### config.mk
export PLATFORM = sky130hd
export DESIGN_NAME = x86_instruction_byte_emitter
export DESIGN_NICKNAME = d
export VERILOG_FILES = /design/src/rtl/core/xibe_pkg.sv /design/src/rtl/core/xibe_front.sv /design/src/rtl/core/xibe_queue.sv /design/src/rtl/core/xibe_back.sv /design/src/rtl/core/x86_instruction_byte_emitter.sv
export SDC_FILE = /design/constraint.sdc
export NUM_CORES = 1
export LEC_CHECK = 0
export ABC_AREA = 0
export BUFFER_PORTS_ARGS = -buffer_cell sky130_fd_sc_hd__buf_2
export CAP_MARGIN = 20
export CORE_MARGIN = 2
export CORE_UTILIZATION = 25
export DETAILED_ROUTE_END_ITERATION = 8
export GPL_TIMING_DRIVEN = 0
export SYNTH_ARGS = -nofsm -noshare
export SYNTH_HDL_FRONTEND = slang
export SYNTH_SLANG_ARGS = --single-unit
### constraint.sdc
create_clock -name clk -period 7.1 [get_ports clk]
set_input_delay 0.355 -clock clk [delete_from_list [all_inputs] [get_ports clk]]
set_output_delay 0.355 -clock clk [all_outputs]
set_load 0.01 [all_outputs]
### src/rtl/core/xibe_pkg.sv
// shared types and constants for the x86 instruction byte emitter
package xibe_pkg;

	// fixed encoding bytes
	localparam logic [7:0] BYTE_ADDR_SIZE = 8'h67;
	localparam logic [7:0] BYTE_OPND_SIZE = 8'h66;
	localparam logic [7:0] BYTE_REP       = 8'hF3;
	localparam logic [7:0] BYTE_ESCAPE    = 8'h0F;
	localparam logic [7:0] BYTE_ESC_38    = 8'h38;
	localparam logic [7:0] BYTE_ESC_3A    = 8'h3A;
	localparam logic [3:0] REX_HIGH       = 4'h4;

	// rm value that tells the decoder a sib byte follows
	localparam logic [2:0] SIB_MARKER_RM  = 3'd4;

	// escape kinds
	localparam logic [1:0] ESC_NONE = 2'd0;
	localparam logic [1:0] ESC_0F   = 2'd1;
	localparam logic [1:0] ESC_0F38 = 2'd2;
	localparam logic [1:0] ESC_0F3A = 2'd3;

	// displacement kinds
	localparam logic [1:0] DISP_NONE  = 2'd0;
	localparam logic [1:0] DISP_SHORT = 2'd1;
	localparam logic [1:0] DISP_LONG  = 2'd2;

	// modrm mod values that imply a displacement
	localparam logic [1:0] MOD_DISP8  = 2'd1;
	localparam logic [1:0] MOD_DISP32 = 2'd2;

	// part codes on the result
	localparam logic [2:0] PART_PREFIX = 3'd0;
	localparam logic [2:0] PART_REX    = 3'd1;
	localparam logic [2:0] PART_ESCAPE = 3'd2;
	localparam logic [2:0] PART_OPCODE = 3'd3;
	localparam logic [2:0] PART_MODRM  = 3'd4;
	localparam logic [2:0] PART_SIB    = 3'd5;
	localparam logic [2:0] PART_DISP   = 3'd6;
	localparam logic [2:0] PART_IMM    = 3'd7;

	// immediate is at most eight bytes
	localparam logic [3:0] IMM_MAX_BYTES = 4'd8;

	// classified item as it travels from front to back
	typedef struct packed {
		logic            err;
		logic [3:0][7:0] pfx_bytes;
		logic [2:0]      pfx_cnt;
		logic            rex_on;
		logic [7:0]      rex_byte;
		logic [1:0]      esc_cnt;
		logic [7:0]      esc2;
		logic [7:0]      opcode;
		logic            modrm_on;
		logic [7:0]      modrm_byte;
		logic            sib_on;
		logic [7:0]      sib_byte;
		logic [2:0]      disp_cnt;
		logic [31:0]     disp;
		logic [3:0]      imm_cnt;
		logic [63:0]     imm;
	} item_rec_t;

endpackage

### src/rtl/core/xibe_front.sv
// front end: accepts an instruction item and classifies it into byte groups
module xibe_front import xibe_pkg::*; (
	input  logic               start,
	input  logic               full,
	output logic               busy,
	output logic               push,
	input  logic [3:0]         prefix_flags,
	input  logic [4:0]         rex_control,
	input  logic [1:0]         escape_kind,
	input  logic [7:0]         opcode_byte,
	input  logic [8:0]         modrm_control,
	input  logic [5:0]         sib_control,
	input  logic [1:0]         disp_kind,
	input  logic signed [31:0] disp_value,
	input  logic [3:0]         imm_bytes,
	input  logic [63:0]        imm_value,
	input  logic               addr16,
	output item_rec_t          rec
);

	localparam logic [3:0][7:0] PFX_VALUES = {BYTE_REP, BYTE_OPND_SIZE, BYTE_OPND_SIZE,
		BYTE_ADDR_SIZE};

	logic       modrm_on;
	logic       sib_on;
	logic [1:0] mod_f;
	logic [2:0] rm_f;
	logic [2:0] long_cnt;
	logic [2:0] pcnt;

	// accept whenever the queue has room
	assign busy = full;
	assign push = start && !full;

	assign modrm_on = modrm_control[8];
	assign sib_on   = sib_control[5];
	assign mod_f    = modrm_control[7:6];
	assign rm_f     = modrm_control[2:0];
	assign long_cnt = addr16 ? 3'd2 : 3'd4;

	// classify the item
	always_comb begin
		rec  = '0;
		pcnt = '0;
		rec.err = sib_on && !modrm_on;

		// compact the prefixes in emission order
		for (int k = 0; k < 4; k++) begin
			if (prefix_flags[k]) begin
				rec.pfx_bytes[pcnt[1:0]] = PFX_VALUES[k];
				pcnt = pcnt + 3'd1;
			end
		end
		rec.pfx_cnt = pcnt;

		rec.rex_on   = rex_control[4];
		rec.rex_byte = {REX_HIGH, rex_control[3:0]};

		unique case (escape_kind)
			ESC_NONE: begin
				rec.esc_cnt = 2'd0;
			end
			ESC_0F: begin
				rec.esc_cnt = 2'd1;
			end
			ESC_0F38: begin
				rec.esc_cnt = 2'd2;
				rec.esc2    = BYTE_ESC_38;
			end
			ESC_0F3A: begin
				rec.esc_cnt = 2'd2;
				rec.esc2    = BYTE_ESC_3A;
			end
			default: begin
				rec.esc_cnt = 2'd0;
			end
		endcase

		rec.opcode     = opcode_byte;
		rec.modrm_on   = modrm_on;
		rec.modrm_byte = {mod_f, modrm_control[5:3], sib_on ? SIB_MARKER_RM : rm_f};
		rec.sib_on     = sib_on && modrm_on;
		rec.sib_byte   = {sib_control[4:3], sib_control[2:0], rm_f};

		// explicit displacement wins, else zero filler that mod asks for
		priority if (disp_kind == DISP_SHORT) begin
			rec.disp_cnt = 3'd1;
			rec.disp     = unsigned'(disp_value);
		end else if (disp_kind == DISP_LONG) begin
			rec.disp_cnt = long_cnt;
			rec.disp     = unsigned'(disp_value);
		end else if (modrm_on && mod_f == MOD_DISP8) begin
			rec.disp_cnt = 3'd1;
		end else if (modrm_on && mod_f == MOD_DISP32) begin
			rec.disp_cnt = long_cnt;
		end else begin
			rec.disp_cnt = 3'd0;
		end

		rec.imm_cnt = (imm_bytes > IMM_MAX_BYTES) ? IMM_MAX_BYTES : imm_bytes;
		rec.imm     = imm_value;
	end

endmodule

### src/rtl/core/xibe_queue.sv
// short item queue between the front end and the byte sequencer
module xibe_queue import xibe_pkg::*; #(
	parameter int DEPTH = 2
) (
	input  logic      clk,
	input  logic      arst_n,
	input  logic      push,
	input  item_rec_t wr_item,
	output logic      full,
	input  logic      pop,
	output item_rec_t rd_item,
	output logic      empty
);

	localparam int PW = (DEPTH > 1) ? $clog2(DEPTH) : 1;
	localparam int CW = $clog2(DEPTH + 1);
	localparam logic [PW-1:0] LAST_PTR = PW'(DEPTH - 1);
	localparam logic [CW-1:0] FULL_CNT = CW'(DEPTH);

	item_rec_t     slots_q [DEPTH];
	logic [PW-1:0] wr_ptr_q;
	logic [PW-1:0] rd_ptr_q;
	logic [CW-1:0] count_q;

	assign full    = (count_q == FULL_CNT);
	assign empty   = (count_q == '0);
	assign rd_item = slots_q[rd_ptr_q];

	// storage
	always_ff @(posedge clk) begin
		if (push) begin
			slots_q[wr_ptr_q] <= wr_item;
		end
	end

	// pointers and fill count
	always_ff @(posedge clk or negedge arst_n) begin
		if (!arst_n) begin
			wr_ptr_q <= '0;
			rd_ptr_q <= '0;
			count_q  <= '0;
		end else begin
			if (push) begin
				wr_ptr_q <= (wr_ptr_q == LAST_PTR) ? '0 : wr_ptr_q + PW'(1);
			end
			if (pop) begin
				rd_ptr_q <= (rd_ptr_q == LAST_PTR) ? '0 : rd_ptr_q + PW'(1);
			end
			if (push && !pop) begin
				count_q <= count_q + CW'(1);
			end else if (pop && !push) begin
				count_q <= count_q - CW'(1);
			end
		end
	end

	// no pop from an empty queue, no push into a full one
	a_no_underflow: assert property (@(posedge clk) disable iff (!arst_n)
		pop |-> count_q != '0) else $error("queue popped while empty");
	a_no_overflow: assert property (@(posedge clk) disable iff (!arst_n)
		push |-> count_q != FULL_CNT) else $error("queue pushed while full");

endmodule

### src/rtl/core/xibe_back.sv
// byte sequencer: walks the byte groups of one item, one byte per cycle
module xibe_back import xibe_pkg::*; (
	input  logic      clk,
	input  logic      arst_n,
	input  logic      q_empty,
	input  item_rec_t q_head,
	output logic      pop,
	output logic      strobe,
	output logic [7:0] out_byte,
	output logic [4:0] byte_offset,
	output logic [2:0] part_code,
	output logic      last_byte,
	output logic      encode_error
);

	// bits 9..2 follow the byte groups in emission order
	typedef enum logic [9:0] {
		ST_IDLE = 10'b00_0000_0001,
		ST_ERR  = 10'b00_0000_0010,
		ST_PFX  = 10'b00_0000_0100,
		ST_REX  = 10'b00_0000_1000,
		ST_ESC  = 10'b00_0001_0000,
		ST_OPC  = 10'b00_0010_0000,
		ST_MRM  = 10'b00_0100_0000,
		ST_SIB  = 10'b00_1000_0000,
		ST_DSP  = 10'b01_0000_0000,
		ST_IMM  = 10'b10_0000_0000
	} st_t;

	st_t        st_q;
	logic [2:0] sub_q;
	logic [4:0] off_q;
	item_rec_t  cur_q;

	logic [7:0] out_byte_q;
	logic [4:0] byte_offset_q;
	logic [2:0] part_code_q;
	logic       last_byte_q;
	logic       err_q;
	logic       strobe_q;

	logic [7:0] has_cur;
	logic [7:0] has_head;
	logic [7:0] ph_cur;
	logic [7:0] later;
	logic [7:0] next_ph;
	logic [7:0] head_first;
	logic [3:0] cnt;
	logic [7:0] cur_byte;
	logic [2:0] cur_part;
	logic       sub_last;
	logic       done;
	logic       emitting;

	// which byte groups an item has
	function automatic logic [7:0] group_mask(input item_rec_t r);
		group_mask = {r.imm_cnt != '0, r.disp_cnt != '0, r.sib_on, r.modrm_on, 1'b1,
			r.esc_cnt != '0, r.rex_on, r.pfx_cnt != '0};
	endfunction

	// next group after the current one, and first group of the queued item
	assign has_cur    = group_mask(cur_q);
	assign has_head   = group_mask(q_head);
	assign ph_cur     = st_q[9:2];
	assign later      = has_cur & ~(ph_cur | (ph_cur - 8'd1));
	assign next_ph    = later & (~later + 8'd1);
	assign head_first = has_head & (~has_head + 8'd1);

	// byte, part and length of the current group
	always_comb begin
		cnt      = 4'd1;
		cur_byte = '0;
		cur_part = PART_PREFIX;
		unique case (st_q)
			ST_IDLE: begin
				cnt = 4'd0;
			end
			ST_ERR: begin
				cnt = 4'd1;
			end
			ST_PFX: begin
				cnt      = {1'b0, cur_q.pfx_cnt};
				cur_byte = cur_q.pfx_bytes[sub_q[1:0]];
				cur_part = PART_PREFIX;
			end
			ST_REX: begin
				cur_byte = cur_q.rex_byte;
				cur_part = PART_REX;
			end
			ST_ESC: begin
				cnt      = {2'b00, cur_q.esc_cnt};
				cur_byte = (sub_q == '0) ? BYTE_ESCAPE : cur_q.esc2;
				cur_part = PART_ESCAPE;
			end
			ST_OPC: begin
				cur_byte = cur_q.opcode;
				cur_part = PART_OPCODE;
			end
			ST_MRM: begin
				cur_byte = cur_q.modrm_byte;
				cur_part = PART_MODRM;
			end
			ST_SIB: begin
				cur_byte = cur_q.sib_byte;
				cur_part = PART_SIB;
			end
			ST_DSP: begin
				cnt      = {1'b0, cur_q.disp_cnt};
				cur_byte = cur_q.disp[{sub_q[1:0], 3'b000} +: 8];
				cur_part = PART_DISP;
			end
			ST_IMM: begin
				cnt      = cur_q.imm_cnt;
				cur_byte = cur_q.imm[{sub_q, 3'b000} +: 8];
				cur_part = PART_IMM;
			end
			default: begin
				cnt = 4'd0;
			end
		endcase
	end

	assign emitting = (st_q != ST_IDLE);
	assign sub_last = (({1'b0, sub_q} + 4'd1) == cnt);
	assign done     = (st_q == ST_ERR) || (sub_last && later == '0);
	assign pop      = !q_empty && (!emitting || done);

	// sequencer state
	always_ff @(posedge clk or negedge arst_n) begin
		if (!arst_n) begin
			st_q  <= ST_IDLE;
			sub_q <= '0;
			off_q <= '0;
		end else begin
			if (pop) begin
				st_q  <= q_head.err ? ST_ERR : st_t'({head_first, 2'b00});
				sub_q <= '0;
				off_q <= '0;
			end else if (emitting) begin
				off_q <= off_q + 5'd1;
				if (done) begin
					st_q <= ST_IDLE;
				end else if (sub_last) begin
					st_q  <= st_t'({next_ph, 2'b00});
					sub_q <= '0;
				end else begin
					sub_q <= sub_q + 3'd1;
				end
			end
		end
	end

	// working item
	always_ff @(posedge clk) begin
		if (pop) begin
			cur_q <= q_head;
		end
	end

	// result register
	always_ff @(posedge clk or negedge arst_n) begin
		if (!arst_n) begin
			strobe_q <= 1'b0;
		end else begin
			strobe_q <= emitting;
		end
	end

	always_ff @(posedge clk) begin
		out_byte_q    <= cur_byte;
		byte_offset_q <= off_q;
		part_code_q   <= cur_part;
		last_byte_q   <= done;
		err_q         <= (st_q == ST_ERR);
	end

	assign strobe       = strobe_q;
	assign out_byte     = out_byte_q;
	assign byte_offset  = byte_offset_q;
	assign part_code    = part_code_q;
	assign last_byte    = last_byte_q;
	assign encode_error = err_q;

	// bytes of one item come back to back with rising offsets
	a_offset_step: assert property (@(posedge clk) disable iff (!arst_n)
		strobe_q && !last_byte_q |=> strobe_q && byte_offset_q == $past(byte_offset_q) + 5'd1)
		else $error("item bytes not contiguous");
	// a new item starts at offset zero
	a_new_item_at_zero: assert property (@(posedge clk) disable iff (!arst_n)
		strobe_q && last_byte_q |=> !strobe_q || byte_offset_q == '0)
		else $error("item does not start at offset zero");
	// an error result stands alone
	a_err_alone: assert property (@(posedge clk) disable iff (!arst_n)
		strobe_q && err_q |-> last_byte_q && byte_offset_q == '0 && out_byte_q == '0)
		else $error("error result not a lone result");

endmodule

### src/rtl/core/x86_instruction_byte_emitter.sv
// top level of the x86 instruction byte emitter
// An item is taken when start is high and busy is low; its bytes come out one per clock on
// out_byte with strobe high, tagged with byte_offset, part_code and last_byte, and the
// receiver cannot stall them. An item has 1 to 22 bytes, and consecutive items follow with
// no gap; a SIB request without ModRM gives a single result with encode_error. With the
// sequencer idle, a taken item is written into the queue, loaded into the sequencer state
// and then held in the result register before its first byte appears. Up to QUEUE_DEPTH
// classified items wait ahead of the sequencer; busy is high while that queue is full.
module x86_instruction_byte_emitter import xibe_pkg::*; #(
	parameter int QUEUE_DEPTH = 2
) (
	input  logic               clk,
	input  logic               arst_n,
	input  logic               start,
	output logic               busy,
	input  logic [3:0]         prefix_flags,
	input  logic [4:0]         rex_control,
	input  logic [1:0]         escape_kind,
	input  logic [7:0]         opcode_byte,
	input  logic [8:0]         modrm_control,
	input  logic [5:0]         sib_control,
	input  logic [1:0]         disp_kind,
	input  logic signed [31:0] disp_value,
	input  logic [3:0]         imm_bytes,
	input  logic [63:0]        imm_value,
	input  logic               addr16,
	output logic               strobe,
	output logic [7:0]         out_byte,
	output logic [4:0]         byte_offset,
	output logic [2:0]         part_code,
	output logic               last_byte,
	output logic               encode_error
);

	item_rec_t front_rec;
	item_rec_t head_rec;
	logic      push;
	logic      full;
	logic      pop;
	logic      empty;

	// classify incoming items
	xibe_front u_front (
		.start         (start),
		.full          (full),
		.busy          (busy),
		.push          (push),
		.prefix_flags  (prefix_flags),
		.rex_control   (rex_control),
		.escape_kind   (escape_kind),
		.opcode_byte   (opcode_byte),
		.modrm_control (modrm_control),
		.sib_control   (sib_control),
		.disp_kind     (disp_kind),
		.disp_value    (disp_value),
		.imm_bytes     (imm_bytes),
		.imm_value     (imm_value),
		.addr16        (addr16),
		.rec           (front_rec)
	);

	// decoupling queue
	xibe_queue #(
		.DEPTH (QUEUE_DEPTH)
	) u_queue (
		.clk     (clk),
		.arst_n  (arst_n),
		.push    (push),
		.wr_item (front_rec),
		.full    (full),
		.pop     (pop),
		.rd_item (head_rec),
		.empty   (empty)
	);

	// emit bytes
	xibe_back u_back (
		.clk          (clk),
		.arst_n       (arst_n),
		.q_empty      (empty),
		.q_head       (head_rec),
		.pop          (pop),
		.strobe       (strobe),
		.out_byte     (out_byte),
		.byte_offset  (byte_offset),
		.part_code    (part_code),
		.last_byte    (last_byte),
		.encode_error (encode_error)
	);

endmodule

==> qor_table.md <==
| Result | Value |
|:---|:---|
| Outcome | finished clean |
| # H-tree levels | 2 |
| Clock tree skew after final layout | 0.0268 ns |
| Worst reg2reg endpoint | u_back.cur_q[80] |
| Critical path arrival | 5.63 ns |
| Synth Cell Area | 19,600 um^2 |
| Total of hold buffers inserted after clock tree synthesis | 92 |
| GR Layer Usage met2 | 19.4% |
| Worst rel slew slack | 28.3% |
| Critical-path top delay cell | buf_1 |
| Number of cell instances on the worst register-to-register path | 11 |
| Number of endpoints failing setup at the final stage | 0 |
| Number of vias per cell after detailed routing | 4.27 |
| Drc violations | 0 |
| Count of boundary I/O pins | 160 |
| Clock-pin slew of the registers on the worst-case setup and hold paths | 0.06 ns |
| Largest net degree at the start of global routing | 89 |
| Worst endpoint required time | 7.35 ns |
| Detailed-route wire length | 47.0 mm |
| Area of combinational cells with multiple inputs | 4470 um^2 |
| Area of the core | 77,500 um^2 |
| Maximum frequency from static timing analysis | 186 MHz |
| Leading register cell type out of synthesis | edfxtp_1 |
| Design Area, Final | 24,800 um^2 |
| Std-Cell Rows | 102 |
| Flops & latches, synth | 505 |
| Setup crit end kind | flip-flop |
| Fin. max-slew vios | 0 |
| Highest-count cells in the layout ignoring fill and taps | edfxtp_1, buf_2, mux2_2 |
| Storage element area | 14,900 um^2 |
| Hold violation total from the final report | 0 |
| Instance area at placement | 22,000 um^2 |
| Dominant combinational cell family by area after synthesis | multiplexers |
| Highest fanout seen on the critical path | 88 |
| Post-synthesis to final-layout area growth | 26.5% |
| Synthesis Warnings | 0 |
| Final worst path period need | 5.37 ns |
| Share of synthesized cell area in full adder, half adder and majority cells | 0.997% |
| Proportion of synthesized area in mux cells | 12.6% |
| Port Buffers | 159 |
| TritonCTS clock tree | yes |
| Peak supply drop | 0.209 mV |
| Most common cell after layout, fill and taps aside | edfxtp_1 |
| FILL cells | 7,529 |
| Wire length of the first global-routing pass | 69.8 mm |
| Setup CP Type | flip-flop to flip-flop |
| Number of clock sinks seen by CTS | 505 |
| Launching point of the worst reg2reg path | u_back.sub_q[0] |
| Antenna Violating Nets Remaining | 0 |
| Area fraction in and, or, nand and nor cells after synthesis | 5.46% |
| Net count after synthesis | 1,222 |
| Final weighted congestion in routability-driven placement | 0.806 |
| Inserted Clock Buffers | 56 |
| Via count | 10,600 |
| Cell Pwr Density | 302 nW/um^2 |
| Layer with the highest usage after global routing | met2 |
| Routing usage on met1 | 15.3% |
| Most Frequent Cell on Critical Path | buf_1 |
| Vias in the first global route | 11,100 |
| Post-synthesis compound-gate area fraction | 3.07% |
| Cell count after synthesis | 1,067 |
| Later-pin clock latency in the skew report | 0.63 ns |
| Global-route usage over all layers | 11.6% |
| Worst Tran Pin Value | 1.07 ns |
| Leakage power | 8.54 nW |
| Largest buffer count on any clock path | 3 |
| Number of design-rule violations left by the first detailed-router iteration | 726 |
| Share of async-settable or async-resettable flops after synthesis | 4.55% |
| Detailed-route wire length per cell | 19.0 um |
| Post-layout util | 32.0% |
| Worst setup endpoint | u_back.cur_q[80] |
| Worst path cell trace | buf_1 > buf_1 > inv_1 > ha_1 > or4_1 > a2111oi_4 > nand3_1 > o21bai_2 > nor2b_1 > buf_8 > buf_16 |
| Part of the Yosys area used for sequential elements | 76.0% |
| Final layout net count | 1,546 |
| Drt pass-1 iters | 5 |
| Die Y-Extent | 284 um |
| Unrepaired setup endpoints after global routing | no |
| Ratio of cells with drive above 1 in the final layout | 31.8% |
| Class of the tightest hold or removal check | primary input to flip-flop |
| CTS root buffer | clkbuf_16 |
| Launching element type of the critical path | flip-flop |
| Width of the chip | 284 um |
| Final period util | 75.7% |
| Buffers inserted by post-CTS timing repair | 0 |
| Antenna violations before repair | 5 |
| Number of different library cells in the post-synthesis netlist | 63 |
| Resized Gates After CTS | 0 |
| Post-Synth XOR/XNOR Area | 0.626% |
| Number of enable flip-flop cells after synthesis | 464 |
| Worst setup path startpoint | u_back.sub_q[0] |
| GRT Residual Overflow | 0 |
| Average size of a mapped cell | 18.3 um^2 |
| Initial Utilization | 25.3% |
| Met3 demand-to-capacity share in global routing | 2.48% |
| Die Area | 80,600 um^2 |
| Register-to-Register Setup Slack | 1.73 ns |
| Reported max-cap violation count | 0 |
| Stage delay of the slowest cell on the critical path | 0.59 ns |
| Post-DP HPWL | 32.0 mm |
==> Yosys cell counts, types with 5 or more instances <==
| cell | n | area share, % |
|---|---|---|
| mux2_2 | 155 | 8.9 |
| nand3b_1 | 8 | 0.31 |
| a21oi_1 | 16 | 0.41 |
| o21ai_1 | 5 | 0.13 |
| nor4_1 | 8 | 0.26 |
| buf_1 | 7 | 0.13 |
| dfrtp_1 | 22 | 2.8 |
| nand4_1 | 6 | 0.19 |
| nor2b_1 | 19 | 0.61 |
| mux4_2 | 26 | 3.0 |
| xnor2_1 | 5 | 0.22 |
| nor2_1 | 35 | 0.67 |
| inv_1 | 14 | 0.27 |
| and2_1 | 40 | 1.3 |
| ha_1 | 14 | 0.89 |
| clkbuf_1 | 35 | 0.67 |
| nand2b_1 | 12 | 0.38 |
| a22oi_1 | 5 | 0.19 |
| dfxtp_1 | 18 | 1.8 |
| xor2_1 | 9 | 0.40 |
| nor3_1 | 7 | 0.18 |
| nand2_1 | 30 | 0.58 |
| nand3_1 | 12 | 0.31 |
| o21ai_0 | 12 | 0.31 |
| edfxtp_1 | 464 | 71 |
| mux2i_1 | 13 | 0.66 |
==> state kept, by name (all words and copies together) (netlist names) <==
register / count
u_queue.rd_ptr_q: 1
u_back.byte_offset: 5
u_back.out_byte: 8
u_queue.wr_ptr_q: 1
u_back.off_q: 5
u_back.encode_error: 1
u_queue.slots_q: 310
u_back.part_code: 3
u_queue.count_q: 2
u_back.sub_q: 3
u_back.cur_q: 154
u_back.last_byte: 1
u_back.strobe: 1
u_back.st_q: 10
==> critical path, delay by kind of cell (launching register included) <==
family / cells / cell delay, ns
AND/OR/NAND/NOR: 3 / 1.04
AO/OA/AOI/OAI: 2 / 0.71
buffers and inverters: 5 / 2.22
flip-flops: 1 / 0.52
adder cells (fa/ha/maj): 1 / 0.40
==> report_power, final <==
part           total [W]  internal, W  switching, W
clock            0.00289      0.00168       0.00121
sequential       0.00387      0.00379     0.0000871
combinational   0.000713     0.000286      0.000427
==> area by class of cell <==
| cell class | instances | area share [%] |
|---|---|---|
| sequential | 505 | 60.0 |
| inverter | 15 | 0.227 |
| timing repair buffer | 266 | 8.10 |
| clock buffer | 73 | 6.16 |
| antenna | 1 | 0.0101 |
| clock inverter | 30 | 1.31 |
| buffer | 48 | 0.854 |
| multi-input combinational | 499 | 18.0 |
| tap | 1040 | 5.25 |
==> per-layer routing <==
layer | part of all wire (%) | up-vias | routed length (um)
li1 | - | 4821 | -
met1 | 45 | 5393 | 20900
met3 | 5.1 | 71 | 2400
met2 | 48 | 278 | 22800
met5 | 0.11 | - | 52
met4 | 1.8 | 8 | 850
==> through the flow <==
step / instances / TNS (ns) / worst slack (ns) / hold WS [ns] / power (W)
floorplan: 1067 / 0 / 1.82 / 0.0594 / 0.00435
global placement: 2266 / -179.06 / -0.962 / 0.380 / 0.00463
detailed placement: 2281 / 0 / 1.55 / 0.384 / 0.00462
CTS: 2476 / 0 / 1.54 / 0.00260 / 0.00759
global route: 2476 / 0 / 1.21 / 0.0107 / 0.00779
finish: 2477 / 0 / 1.73 / 0.0340 / 0.00748
==> worst min path at each step <==
stage / startpoint / to / cells after the start
4_1_cts: disp_value[6] / u_queue.slots_q[1][74] / 2
2_1_floorplan: arst_n / u_back.off_q[0] / 0
6_report: modrm_control[8] / u_queue.slots_q[1][120] / 1
3_5_place_dp: u_back.off_q[4] / u_back.byte_offset[4] / 0
3_3_place_gp: u_back.off_q[4] / u_back.byte_offset[4] / 0
5_1_grt: disp_value[6] / u_queue.slots_q[1][74] / 2
==> logic make-up (layout without fill, tap and decap cells) <==
group / count (synthesis) / in the layout
AND/OR/NAND/NOR: 195 / 195
XOR/XNOR: 14 / 14
buffers and inverters: 63 / 432
multiplexers: 194 / 194
flip-flops: 505 / 505
other: 0 / 1
adder cells (fa/ha/maj): 15 / 15
AO/OA/AOI/OAI: 81 / 81
No activity file was read; power rests on OpenSTA's default activity.
